<file path="src/rtl/skt_pkg.sv">
// ----------------------------------------------------------------------------
// skt_pkg: shared types and codes for the sorted key table
// Opcodes, status codes, controller states and the cell control bundle.
// ----------------------------------------------------------------------------
package skt_pkg;

  localparam int DEPTH_DEFAULT    = 64;
  localparam int KEY_BITS_DEFAULT = 32;
  localparam int KEY_W            = 32;
  localparam int OPCODE_W         = 3;
  localparam int STATUS_W         = 3;

  localparam logic [OPCODE_W-1:0] OP_CLEAR  = 3'd0;
  localparam logic [OPCODE_W-1:0] OP_INSERT = 3'd1;
  localparam logic [OPCODE_W-1:0] OP_DELETE = 3'd2;
  localparam logic [OPCODE_W-1:0] OP_SEARCH = 3'd3;
  localparam logic [OPCODE_W-1:0] OP_REWIND = 3'd4;
  localparam logic [OPCODE_W-1:0] OP_READ   = 3'd5;

  localparam logic [STATUS_W-1:0] ST_DONE      = 3'd0;
  localparam logic [STATUS_W-1:0] ST_FULL      = 3'd1;
  localparam logic [STATUS_W-1:0] ST_DUPLICATE = 3'd2;
  localparam logic [STATUS_W-1:0] ST_NOT_FOUND = 3'd3;
  localparam logic [STATUS_W-1:0] ST_PAST_END  = 3'd4;

  typedef enum logic [1:0] {
    S_IDLE,
    S_COMPARE,
    S_APPLY
  } skt_state_t;

  typedef struct packed {
    logic compare;
    logic shift_in;
    logic shift_out;
  } skt_cell_ctrl_t;

endpackage

</file>
<file path="src/rtl/skt_cell.sv">
// ----------------------------------------------------------------------------
// skt_cell: one slot of the sorted key table
// Holds a key, compares it with the broadcast key and shifts to or from
// its neighbours on insert and delete.
// ----------------------------------------------------------------------------
module skt_cell #(
  parameter int KEY_BITS = skt_pkg::KEY_BITS_DEFAULT,
  parameter int CNT_BITS = 7,
  parameter int INDEX    = 0
) (
  input  logic                  clk,
  input  skt_pkg::skt_cell_ctrl_t ctrl,
  input  logic [KEY_BITS-1:0]   k,
  input  logic [CNT_BITS-1:0]   count,
  input  logic [CNT_BITS-1:0]   cursor,
  input  logic [KEY_BITS-1:0]   prev_key,
  input  logic                  prev_lt,
  input  logic [KEY_BITS-1:0]   next_key,
  output logic [KEY_BITS-1:0]   key,
  output logic                  lt,
  output logic                  eq,
  output logic                  sel
);

  logic occ;

  assign occ = count > CNT_BITS'(INDEX);

  always_ff @(posedge clk) begin
    if (ctrl.compare) begin
      lt  <= occ && (key < k);
      eq  <= occ && (key == k);
      sel <= occ && (cursor == CNT_BITS'(INDEX));
    end
    if (ctrl.shift_in && !lt) begin
      key <= prev_lt ? k : prev_key;
    end else if (ctrl.shift_out && !lt) begin
      key <= next_key;
    end
  end

endmodule

</file>
<file path="config.mk">
export PLATFORM = sky130hd
export DESIGN_NAME = skt_cell
export DESIGN_NICKNAME = d
export VERILOG_FILES = /design/src/rtl/skt_pkg.sv /design/src/rtl/skt_cell.sv
export SDC_FILE = /design/constraint.sdc
export NUM_CORES = 1
export LEC_CHECK = 0
export ABC_AREA = 1
export BUFFER_PORTS_ARGS = -buffer_cell sky130_fd_sc_hd__buf_2
export CAP_MARGIN = 25
export CORE_UTILIZATION = 45
export DETAILED_ROUTE_END_ITERATION = 12
export MAX_ROUTING_LAYER = met4
export PLACE_DENSITY = 0.82
export SLEW_MARGIN = 20
export SYNTH_ARGS = -nofsm -noshare
export SYNTH_HDL_FRONTEND = slang
export SYNTH_SLANG_ARGS = --single-unit
</file>
<file path="constraint.sdc">
create_clock -name clk -period 2.8 [get_ports clk]
set_input_delay 0.28 -clock clk [delete_from_list [all_inputs] [get_ports clk]]
set_output_delay 0.28 -clock clk [all_outputs]
set_load 0.005 [all_outputs]
</file>
==> results of run 1 <==
metrics by stage:
step	setup WS (ps)	std cells
2_1_floorplan	534	329
3_3_place_gp	1120	539
3_5_place_dp	1070	539
4_1_cts	1130	546
5_1_grt	1020	546
6_report	1140	546
worst max-delay path by stage:
stage,slack [ps],end,startpoint
2_1_floorplan,530,key[0],lt
3_3_place_gp,1120,key[27],prev_lt
3_5_place_dp,1070,key[4],prev_lt
4_1_cts,1130,key[10],lt
5_1_grt,1020,lt,key[31]
6_report,1140,key[10],lt
flip-flops by register name (all words and copies together) (netlist names):
signal,flops
eq,1
key,32
lt,1
sel,1
final cells by class:
class | count | area [sq um]
fillers | 507 | 2070
multi-input cells | 239 | 1330
clock inverters | 2 | 8.76
well taps | 72 | 90.1
inverters | 42 | 158
repair buffers | 151 | 761
clock buffers | 5 | 68.8
flip-flops and latches | 35 | 1050
cell families after synthesis:
group           after synthesis  share of synthesized area
compound gates               50                      0.115
buf+inv                      55                     0.0924
simple gates                157                      0.237
flops                        35                      0.402
fa+ha+maj                    32                      0.153
routing by layer:
metal  share of wire  vias up  GRT usage
met1            0.42     1232      0.255
li1                -     1390          -
met5               0        -          -
met4           0.013        0     0.0667
met3           0.045        8     0.0302
met2            0.52      107      0.433
placed cells by master (no fill, tap or decap), drive strengths merged:
| master | count |
|---|---|
| buf | 151 |
| nand2 | 97 |
| nor2 | 47 |
| inv | 42 |
| edfxtp | 35 |
| a31oi | 32 |
| ha | 32 |
| a21oi | 13 |
| nor3 | 5 |
| clkbuf | 5 |
| nand4 | 4 |
| a21o | 2 |
| nand3 | 2 |
| clkinv | 2 |
| o21ai | 1 |
| o21bai | 1 |
| o21a | 1 |
| nor4 | 1 |
| and3 | 1 |
power by group through the flow:
stage	Clock, mW	Sequential [mW]	Combinational [mW]
final	0.351	0.674	0.416
after global routing	0.376	0.679	0.476
after CTS	0.358	0.675	0.418
after detailed placement	0	0.686	0.416
after global placement	0	0.683	0.399
after floorplan	0	0.688	0.230
==> results.py, run 1 <==
metrics = {
    "routing": {
        "firstDrtPassIters": 4,
        "routed_wl_um": 6960,
        "ant_nets": 0,
        "viasPerCell": 5.01,
        "drc": 0,
        "dr.first_iter.drc_count": 207,
        "num_vias": 2737,
        "wl_per_cell_um": 12.7,
    },
    "setup_path": {
        "crit_cells": 1,
        "path_class": "flop to flop",
        "crit_arrival_ps": 1570,
        "path_delay_family": "simple AND/OR/NAND/NOR gates",
        "crit_chain": "nor2_4",
        "rrSetupSlack_ps": 1140,
        "critPathBufInv": 0,
        "crit_path_end_kind": "flop",
        "cpMaxStageDelayCell": "nor2_4",
        "crit_fanout": 32,
        "critPathMaxStageDelay_ps": 790,
        "ff2ff_path_depth": 1,
        "reg2reg_from": "lt",
        "required_ps": 2700,
        "cp-start-kind": "flop",
        "rr_endpoint": "key[10]",
    },
    "clock_tree": {
        "cts_max_level": 2,
        "cts_resized": 0,
        "worstSkewPairLatency_ps": 280,
        "clock_sinks": 35,
        "cts_buffers": 5,
        "cts_setup_buffers": 0,
        "cts_tree": "done",
        "clkTransAtPathRegs_ps": 80,
        "ctsHoldBuffers": 0,
        "clockRootBuffer": "clkbuf_8",
        "cts_buffer_depth": 2,
    },
    "final_layout": {
        "nNetsFinal": 621,
        "fin_area_sq_um": 3470,
        "diodes": 0,
        "utilization": 0.626,
        "area_growth_pct": 32.6,
        "layout-drive-gt1-share": 0.340,
    },
    "place": {
        "dp_hpwl_um": 5480,
        "place.gp.congestion": 0.832,
        "dpl_cell_area_sq_um": 3390,
        "port_buffers": 149,
    },
    "global_route": {
        "grt_start_max_net_pins": 41,
        "gr-total-overflow": 0,
        "grt_pass1_wl_um": 10900,
        "grt_use_total": 0.232,
        "antenna_found_initial": 0,
        "grt_pass1_vias": 2512,
    },
    "logic_synthesis": {
        "synth_common_cells": "nand2_1, nor2_1, inv_1",
        "yosysMostFrequentCell": "nand2_1",
        "yosysTopAreaCellShare": 0.402,
        "ys_seq_elements": 35,
        "yosys-top-cells-area": "edfxtp_1, ha_1, nand2_1",
        "synth_edf_count": 35,
        "ys.flop_type": "edfxtp_1",
        "syn_inst": 329,
        "syn-cell-area_sq_um": 2610,
        "seq_area_frac_synth": 0.402,
        "syn_nets": 476,
        "syn_avg_cell_area_sq_um": 7.94,
        "synth.distinct_cells": 20,
        "synth_top_cell_by_area": "edfxtp_1",
        "synth_warnings": 0,
        "async_flop_share": 0,
    },
    "power_and_ir_drop": {
        "combPwrFrac": 0.288,
        "power_leakage_nw": 1.84,
        "intPower_mw": 1.00,
        "switchingPower_mw": 0.441,
        "power.total_mw": 1.44,
        "power.clock.fraction": 0.244,
        "swShare": 0.306,
        "p_seq_frac": 0.468,
        "vdd_drop_max_mv": 0.258,
        "powerDensity_nw_per_um2": 416,
    },
    "floorplan": {
        "coreArea_sq_um": 5540,
        "num_io_pins": 150,
        "dieWidth_um": 78.2,
        "start_util": 0.472,
        "die_area_sq_um": 6120,
        "die-height_um": 78.2,
        "rows": 27,
    },
    "timing": {
        "worst_pin_slew_ps": 969,
        "period_share": 0.594,
        "tns_ps": 0,
        "maxSlewViolCount": 0,
        "timing.hold.ws_ps": 240,
        "post-route-min-period_ps": 1660,
        "relSlewSlack": 0.353,
        "rsz0062_at_grt": "false",
        "setup_viol": 0,
        "clock_skew_ps": 7.58,
        "fmax_mhz": 601,
        "hold_viol": 0,
    },
    "flow_run": {
        "maxCapViolations": 0,
    },
    "hold_path": {
        "min_path_cells": 1,
        "hp-class": "input pin to flop",
        "holdPathEnd": "lt",
        "hp-start": "ctrl[2]",
    },
    "outcome": {
        "status": "finished clean",
    },
}
Note: power is estimated with default switching activity, not from simulation.
==> inputs of run 2 (changes only) <==
--- a/config.mk
+++ b/config.mk
@@ -8,10 +8,10 @@
 export ABC_AREA = 1
 export BUFFER_PORTS_ARGS = -buffer_cell sky130_fd_sc_hd__buf_2
 export CAP_MARGIN = 25
-export CORE_UTILIZATION = 45
+export CORE_UTILIZATION = 40
 export DETAILED_ROUTE_END_ITERATION = 12
 export MAX_ROUTING_LAYER = met4
-export PLACE_DENSITY = 0.82
+export PLACE_DENSITY = 0.77
 export SLEW_MARGIN = 20
 export SYNTH_ARGS = -nofsm -noshare
 export SYNTH_HDL_FRONTEND = slang
==> constraint.sdc (replaced) <==
create_clock -name clk -period 1.45 [get_ports clk]
set_input_delay 0.145 -clock clk [delete_from_list [all_inputs] [get_ports clk]]
set_output_delay 0.145 -clock clk [all_outputs]
set_load 0.005 [all_outputs]
==> run 2 against run 1 <==
Against the previous run:
- the flow now finishes with violations (negative setup slack)
- clock-buffer cell count unchanged
- clock skew decreased by 0.59 ps
- hold slack got worse by 130 ps
- sequential power increased by 93%
- cell count increased by 2.9%
==> results.py, run 2 (synthesized netlist as in run 1, its figures left out) <==
metrics = {
    "outcome": {
        "status": "complete, but fails checks",
        "failed_checks": "negative setup slack",
    },
    "setup_path": {
        "crit_fanout": 2,
        "crit_path_end_kind": "flop",
        "path_class": "flop to flop",
        "required_ps": 1490,
        "cp-start-kind": "flop",
        "crit_arrival_ps": 1610,
    },
    "power_and_ir_drop": {
        "vdd_drop_max_mv": 0.495,
        "power_leakage_nw": 1.92,
        "powerDensity_nw_per_um2": 784,
        "power.total_mw": 2.85,
    },
    "timing": {
        "rsz0062_at_grt": "true",
        "maxSlewViolCount": 0,
        "period_share": 1.08,
        "relSlewSlack": 0.643,
        "post-route-min-period_ps": 1570,
        "hold_viol": 0,
        "setup_viol": 2,
        "worst_pin_slew_ps": 534,
        "setup_ws_ps": -117,
        "fmax_mhz": 638,
        "clock_skew_ps": 6.99,
    },
    "global_route": {
        "antenna_found_initial": 0,
        "grt_use_total": 0.212,
        "grt_start_max_net_pins": 37,
        "grt_pass1_vias": 2760,
        "gr-total-overflow": 0,
        "grt_pass1_wl_um": 11700,
    },
    "routing": {
        "routed_wl_um": 6860,
        "num_vias": 2726,
        "dr.first_iter.drc_count": 141,
        "firstDrtPassIters": 5,
        "drc": 0,
        "wl_per_cell_um": 12.2,
        "viasPerCell": 4.85,
        "ant_nets": 0,
    },
    "clock_tree": {
        "clock_sinks": 35,
        "cts_buffers": 5,
        "clockRootBuffer": "clkbuf_8",
        "cts_buffer_depth": 2,
        "ctsHoldBuffers": 0,
        "cts_tree": "done",
        "cts_max_level": 2,
        "clkTransAtPathRegs_ps": 70,
        "worstSkewPairLatency_ps": 280,
    },
    "final_layout": {
        "layout-drive-gt1-share": 0.365,
        "final_common_cell": "buf_2",
        "largest_reg_flops": 32,
        "regMostFlops": "key",
        "nNetsFinal": 632,
        "utilization": 0.576,
        "area_growth_pct": 39.2,
        "n_fill_cell": 589,
        "layout_common_cells": "buf_2, nand2_1, nor2_1",
        "fin_area_sq_um": 3640,
        "diodes": 0,
    },
    "place": {
        "port_buffers": 149,
        "dpl_cell_area_sq_um": 3520,
        "dp_hpwl_um": 5510,
        "place.gp.congestion": 0.783,
    },
    "floorplan": {
        "dieWidth_um": 82.8,
        "die_area_sq_um": 6860,
        "rows": 29,
        "num_io_pins": 150,
        "start_util": 0.414,
        "die-height_um": 82.8,
        "coreArea_sq_um": 6310,
    },
    "flow_run": {
        "maxCapViolations": 0,
    },
    "hold_path": {
        "hp-class": "input pin to flop",
    },
}
[run 2: cell types whose count changed in the layout (fill, tap and decap cells not counted), sizes merged]
cell | previous run | this run
buf | 151 | 162
[run 2: worst paths after layout]
check / cells after the start / to / start / slack [ps]
hold reg to reg: 2 / key[4] / lt / 900
setup / recovery: 6 / lt / key[31] / -120
setup reg to reg: 6 / lt / key[31] / -120
hold / removal: 1 / eq / ctrl[2] / 110
[run 2: report_power, final]
group / switching, mW / internal [mW]
Combinational: 0.456 / 0.430
Clock: 0.349 / 0.320
Sequential: 0.0521 / 1.25
[run 2: critical path, cell delays in order (launching register included)]
cell,delay (ps)
edfxtp_1,440
ha_4,300
nand4_1,130
nor3_2,190
inv_1,90
nor2_1,100
a21oi_1,70
[run 2: what timing repair did]
item | 4_1_cts | 5_1_grt
pin swaps | 3 | 0
buffers inserted | 1 | 0
endpoints found under the setup margin | 2 | 2
resized for setup | 4 | 1
[run 2: per-stage QoR]
stage          hold WS (ps)  instances  setup WS, ps  TNS (ps)
2_1_floorplan           257        329          30.5         0
3_3_place_gp            397        554          -101      -162
3_5_place_dp            404        554          -145      -275
4_1_cts                 103        562          -115      -170
5_1_grt                 107        562          -250      -438
6_report                109        562          -117      -154
[run 2: routing by layer]
metal | global-route usage | routed length, um | vias to the layer above
li1 | - | - | 1411
met3 | 0.0239 | 270 | 13
met5 | - | 0 | -
met4 | 0.0784 | 133 | 0
met2 | 0.381 | 3480 | 87
met1 | 0.243 | 2980 | 1215
[run 2: cell type report]
class,instances,area [sq um],area share
Sequential cell,35,1050,0.289
Clock inverter,2,8.76,0.00241
Timing Repair Buffer,162,893,0.246
Multi-Input combinational cell,239,1360,0.374
Inverter,42,158,0.0433
Clock buffer,5,68.8,0.0189
Tap cell,77,96.3,0.0265
==> inputs of run 3 (changes only) <==
--- a/config.mk
+++ b/config.mk
@@ -5,12 +5,11 @@
 export SDC_FILE = /design/constraint.sdc
 export NUM_CORES = 1
 export LEC_CHECK = 0
-export ABC_AREA = 1
+export ABC_AREA = 0
 export BUFFER_PORTS_ARGS = -buffer_cell sky130_fd_sc_hd__buf_2
 export CAP_MARGIN = 25
 export CORE_UTILIZATION = 40
 export DETAILED_ROUTE_END_ITERATION = 12
-export MAX_ROUTING_LAYER = met4
 export PLACE_DENSITY = 0.77
 export SLEW_MARGIN = 20
 export SYNTH_ARGS = -nofsm -noshare
==> run 3 against run 2 <==
Against the previous run:
- the run still ends with negative setup slack left
- fmax is 13% lower
- sequential power about the same
- clock power is 2% higher
- sequential share of layout area fell by 2.4 points
- area after synthesis decreased by 0.53%
- synthesized cell count decreased by 20%
- die area fell by 0.52%
- hold slack worse by 1.7 ps
- critical endpoint unchanged
- highest routed layer is now met5
==> results.py, run 3 <==
metrics = {
    "place": {
        "placed_cells": 494,
        "port_buffers": 149,
        "place.gp.congestion": 0.769,
        "dp_slack_ps": -387,
        "dp_hpwl_um": 5490,
    },
    "clock_tree": {
        "cts_buffer_depth": 2,
        "clockRootBuffer": "clkbuf_8",
        "worstSkewPairLatency_ps": 290,
        "ctsHoldBuffers": 0,
        "cts_tree": "done",
        "cts_buffers": 5,
        "clkTransAtPathRegs_ps": 80,
        "clock_sinks": 35,
        "cts_max_level": 2,
    },
    "final_layout": {
        "layout_common_cells": "buf_2, nand2_1, edfxtp_1",
        "fin_cells": 509,
        "diodes": 0,
        "nNetsFinal": 579,
        "regMostFlops": "key",
        "final_common_cell": "buf_2",
        "area_growth_pct": 52.7,
        "largest_reg_flops": 32,
        "utilization": 0.629,
        "layout-drive-gt1-share": 0.486,
    },
    "routing": {
        "viasPerCell": 4.99,
        "routed_wl_um": 7250,
        "top_layer": "met5",
        "wl_per_cell_um": 14.2,
        "dr.first_iter.drc_count": 39,
        "wl_met1_um": 2830,
        "wl_met3_um": 428,
        "drc": 0,
        "firstDrtPassIters": 4,
        "met2_length_um": 3840,
        "ant_nets": 0,
        "num_vias": 2538,
    },
    "hold_path": {
        "hp-class": "input pin to flop",
    },
    "global_route": {
        "gr-total-overflow": 0,
        "grt_start_max_net_pins": 43,
        "grt_use_total": 0.212,
        "grt_pass1_vias": 2431,
        "grt_pass1_wl_um": 10700,
        "antenna_found_initial": 1,
    },
    "timing": {
        "rsz0062_at_grt": "true",
        "relSlewSlack": 0.767,
        "clock_skew_ps": 10.1,
        "maxSlewViolCount": 0,
        "fmax_mhz": 557,
        "period_share": 1.24,
        "hold_viol": 0,
        "post-route-min-period_ps": 1790,
        "tns_ps": -651,
        "worst_pin_slew_ps": 349,
        "setup_viol": 2,
        "setup_ws_ps": -345,
    },
    "logic_synthesis": {
        "syn_nets": 410,
        "synth_warnings": 0,
        "synth_top_cell_by_area": "edfxtp_1",
        "syn_avg_cell_area_sq_um": 9.89,
        "syn_inst": 263,
        "syn-cell-area_sq_um": 2600,
        "yosys-top-cells-area": "edfxtp_1, ha_1, mux2i_1",
        "yosysTopAreaCellShare": 0.404,
        "async_flop_share": 0,
        "synth_common_cells": "nand2_1, edfxtp_1",
        "ys.flop_type": "edfxtp_1",
        "yosysMostFrequentCell": "nand2_1",
        "synth_edf_count": 35,
        "ys_seq_elements": 35,
        "synth.distinct_cells": 28,
        "seq_area_frac_synth": 0.404,
    },
    "power_and_ir_drop": {
        "powerDensity_nw_per_um2": 753,
        "intPower_mw": 2.09,
        "vdd_drop_max_mv": 0.362,
        "combPwrFrac": 0.333,
        "swShare": 0.302,
        "switchingPower_mw": 0.903,
        "power_leakage_nw": 1.98,
        "power.clock.fraction": 0.229,
        "p_seq_frac": 0.438,
    },
    "setup_path": {
        "crit_arrival_ps": 1930,
        "path_class": "flop to flop",
        "crit_fanout": 4,
        "crit_path_end_kind": "flop",
        "cp-start-kind": "flop",
        "required_ps": 1580,
    },
    "floorplan": {
        "coreArea_sq_um": 6310,
        "rows": 29,
        "num_io_pins": 150,
        "dieWidth_um": 82.6,
        "die_area_sq_um": 6830,
        "die-height_um": 82.6,
        "start_util": 0.412,
    },
    "flow_run": {
        "maxCapViolations": 0,
    },
    "outcome": {
        "status": "complete, but fails checks",
        "failed_checks": "negative setup slack",
    },
}
## run 3: final timing paths
kind,from,to,slack (ps),cells past startpoint
setup / recovery,key[30],lt,-340,6
hold / removal,ctrl[2],eq,110,1
setup reg to reg,key[30],lt,-340,6
hold reg to reg,key[31],lt,830,4
## run 3: routing by layer
metal	vias up	track usage
li1	1283	-
met5	-	0
met4	2	0.0810
met1	1150	0.226
met2	87	0.403
met3	16	0.0473
## run 3: final cells by class
| type | instances | area (sq um) |
|---|---|---|
| Sequential cell | 35 | 1050 |
| Multi-Input combinational cell | 185 | 1660 |
| Fill cell | 531 | 2340 |
| Tap cell | 77 | 96.3 |
| Clock inverter | 2 | 8.76 |
| Timing Repair Buffer | 173 | 963 |
| Inverter | 32 | 120 |
| Clock buffer | 5 | 68.8 |
## run 3: cell families (layout without fill, tap and decap cells)
kind of cell | count (synthesis) | after routing | share of synthesized area
multiplexers | 32 | 32 | 0.123
adder cells (fa/ha/maj) | 32 | 32 | 0.154
flip-flops | 35 | 35 | 0.404
AO/OA/AOI/OAI | 56 | 56 | 0.119
AND/OR/NAND/NOR | 65 | 65 | 0.136
buffers and inverters | 43 | 212 | 0.0635
## run 3: worst max-delay path, cell delays in order (launching register included)
cell       delay (ps)
edfxtp_1          440
ha_4              260
nand4_4           130
nor2_1             90
a2111oi_2         420
o41ai_2           150
nor4_2            140
## run 3: through the flow
stage	hold slack, ps	power (mW)	cell area [sq um]
after global placement	412	2.17	3650
after floorplan	257	1.77	2700
after detailed placement	415	2.21	3650
after CTS	108	2.95	3840
after global routing	111	3.18	3970
final	108	2.99	3970
## run 3: repair_timing
action | CTS | global route
gates cloned | 0 | 0
setup buffers | 1 | 7
resized for setup | 11 | 9
pin swaps | 5 | 7
endpoints found under the setup margin | 2 | 2
## run 3: power by group through the flow
stage | logic [mW] | registers (mW) | clock network [mW]
6_report | 0.996 | 1.31 | 0.683
5_1_grt | 1.12 | 1.32 | 0.731
4_1_cts | 0.948 | 1.31 | 0.699
3_5_place_dp | 0.890 | 1.32 | 0
3_3_place_gp | 0.859 | 1.31 | 0
2_1_floorplan | 0.443 | 1.33 | 0
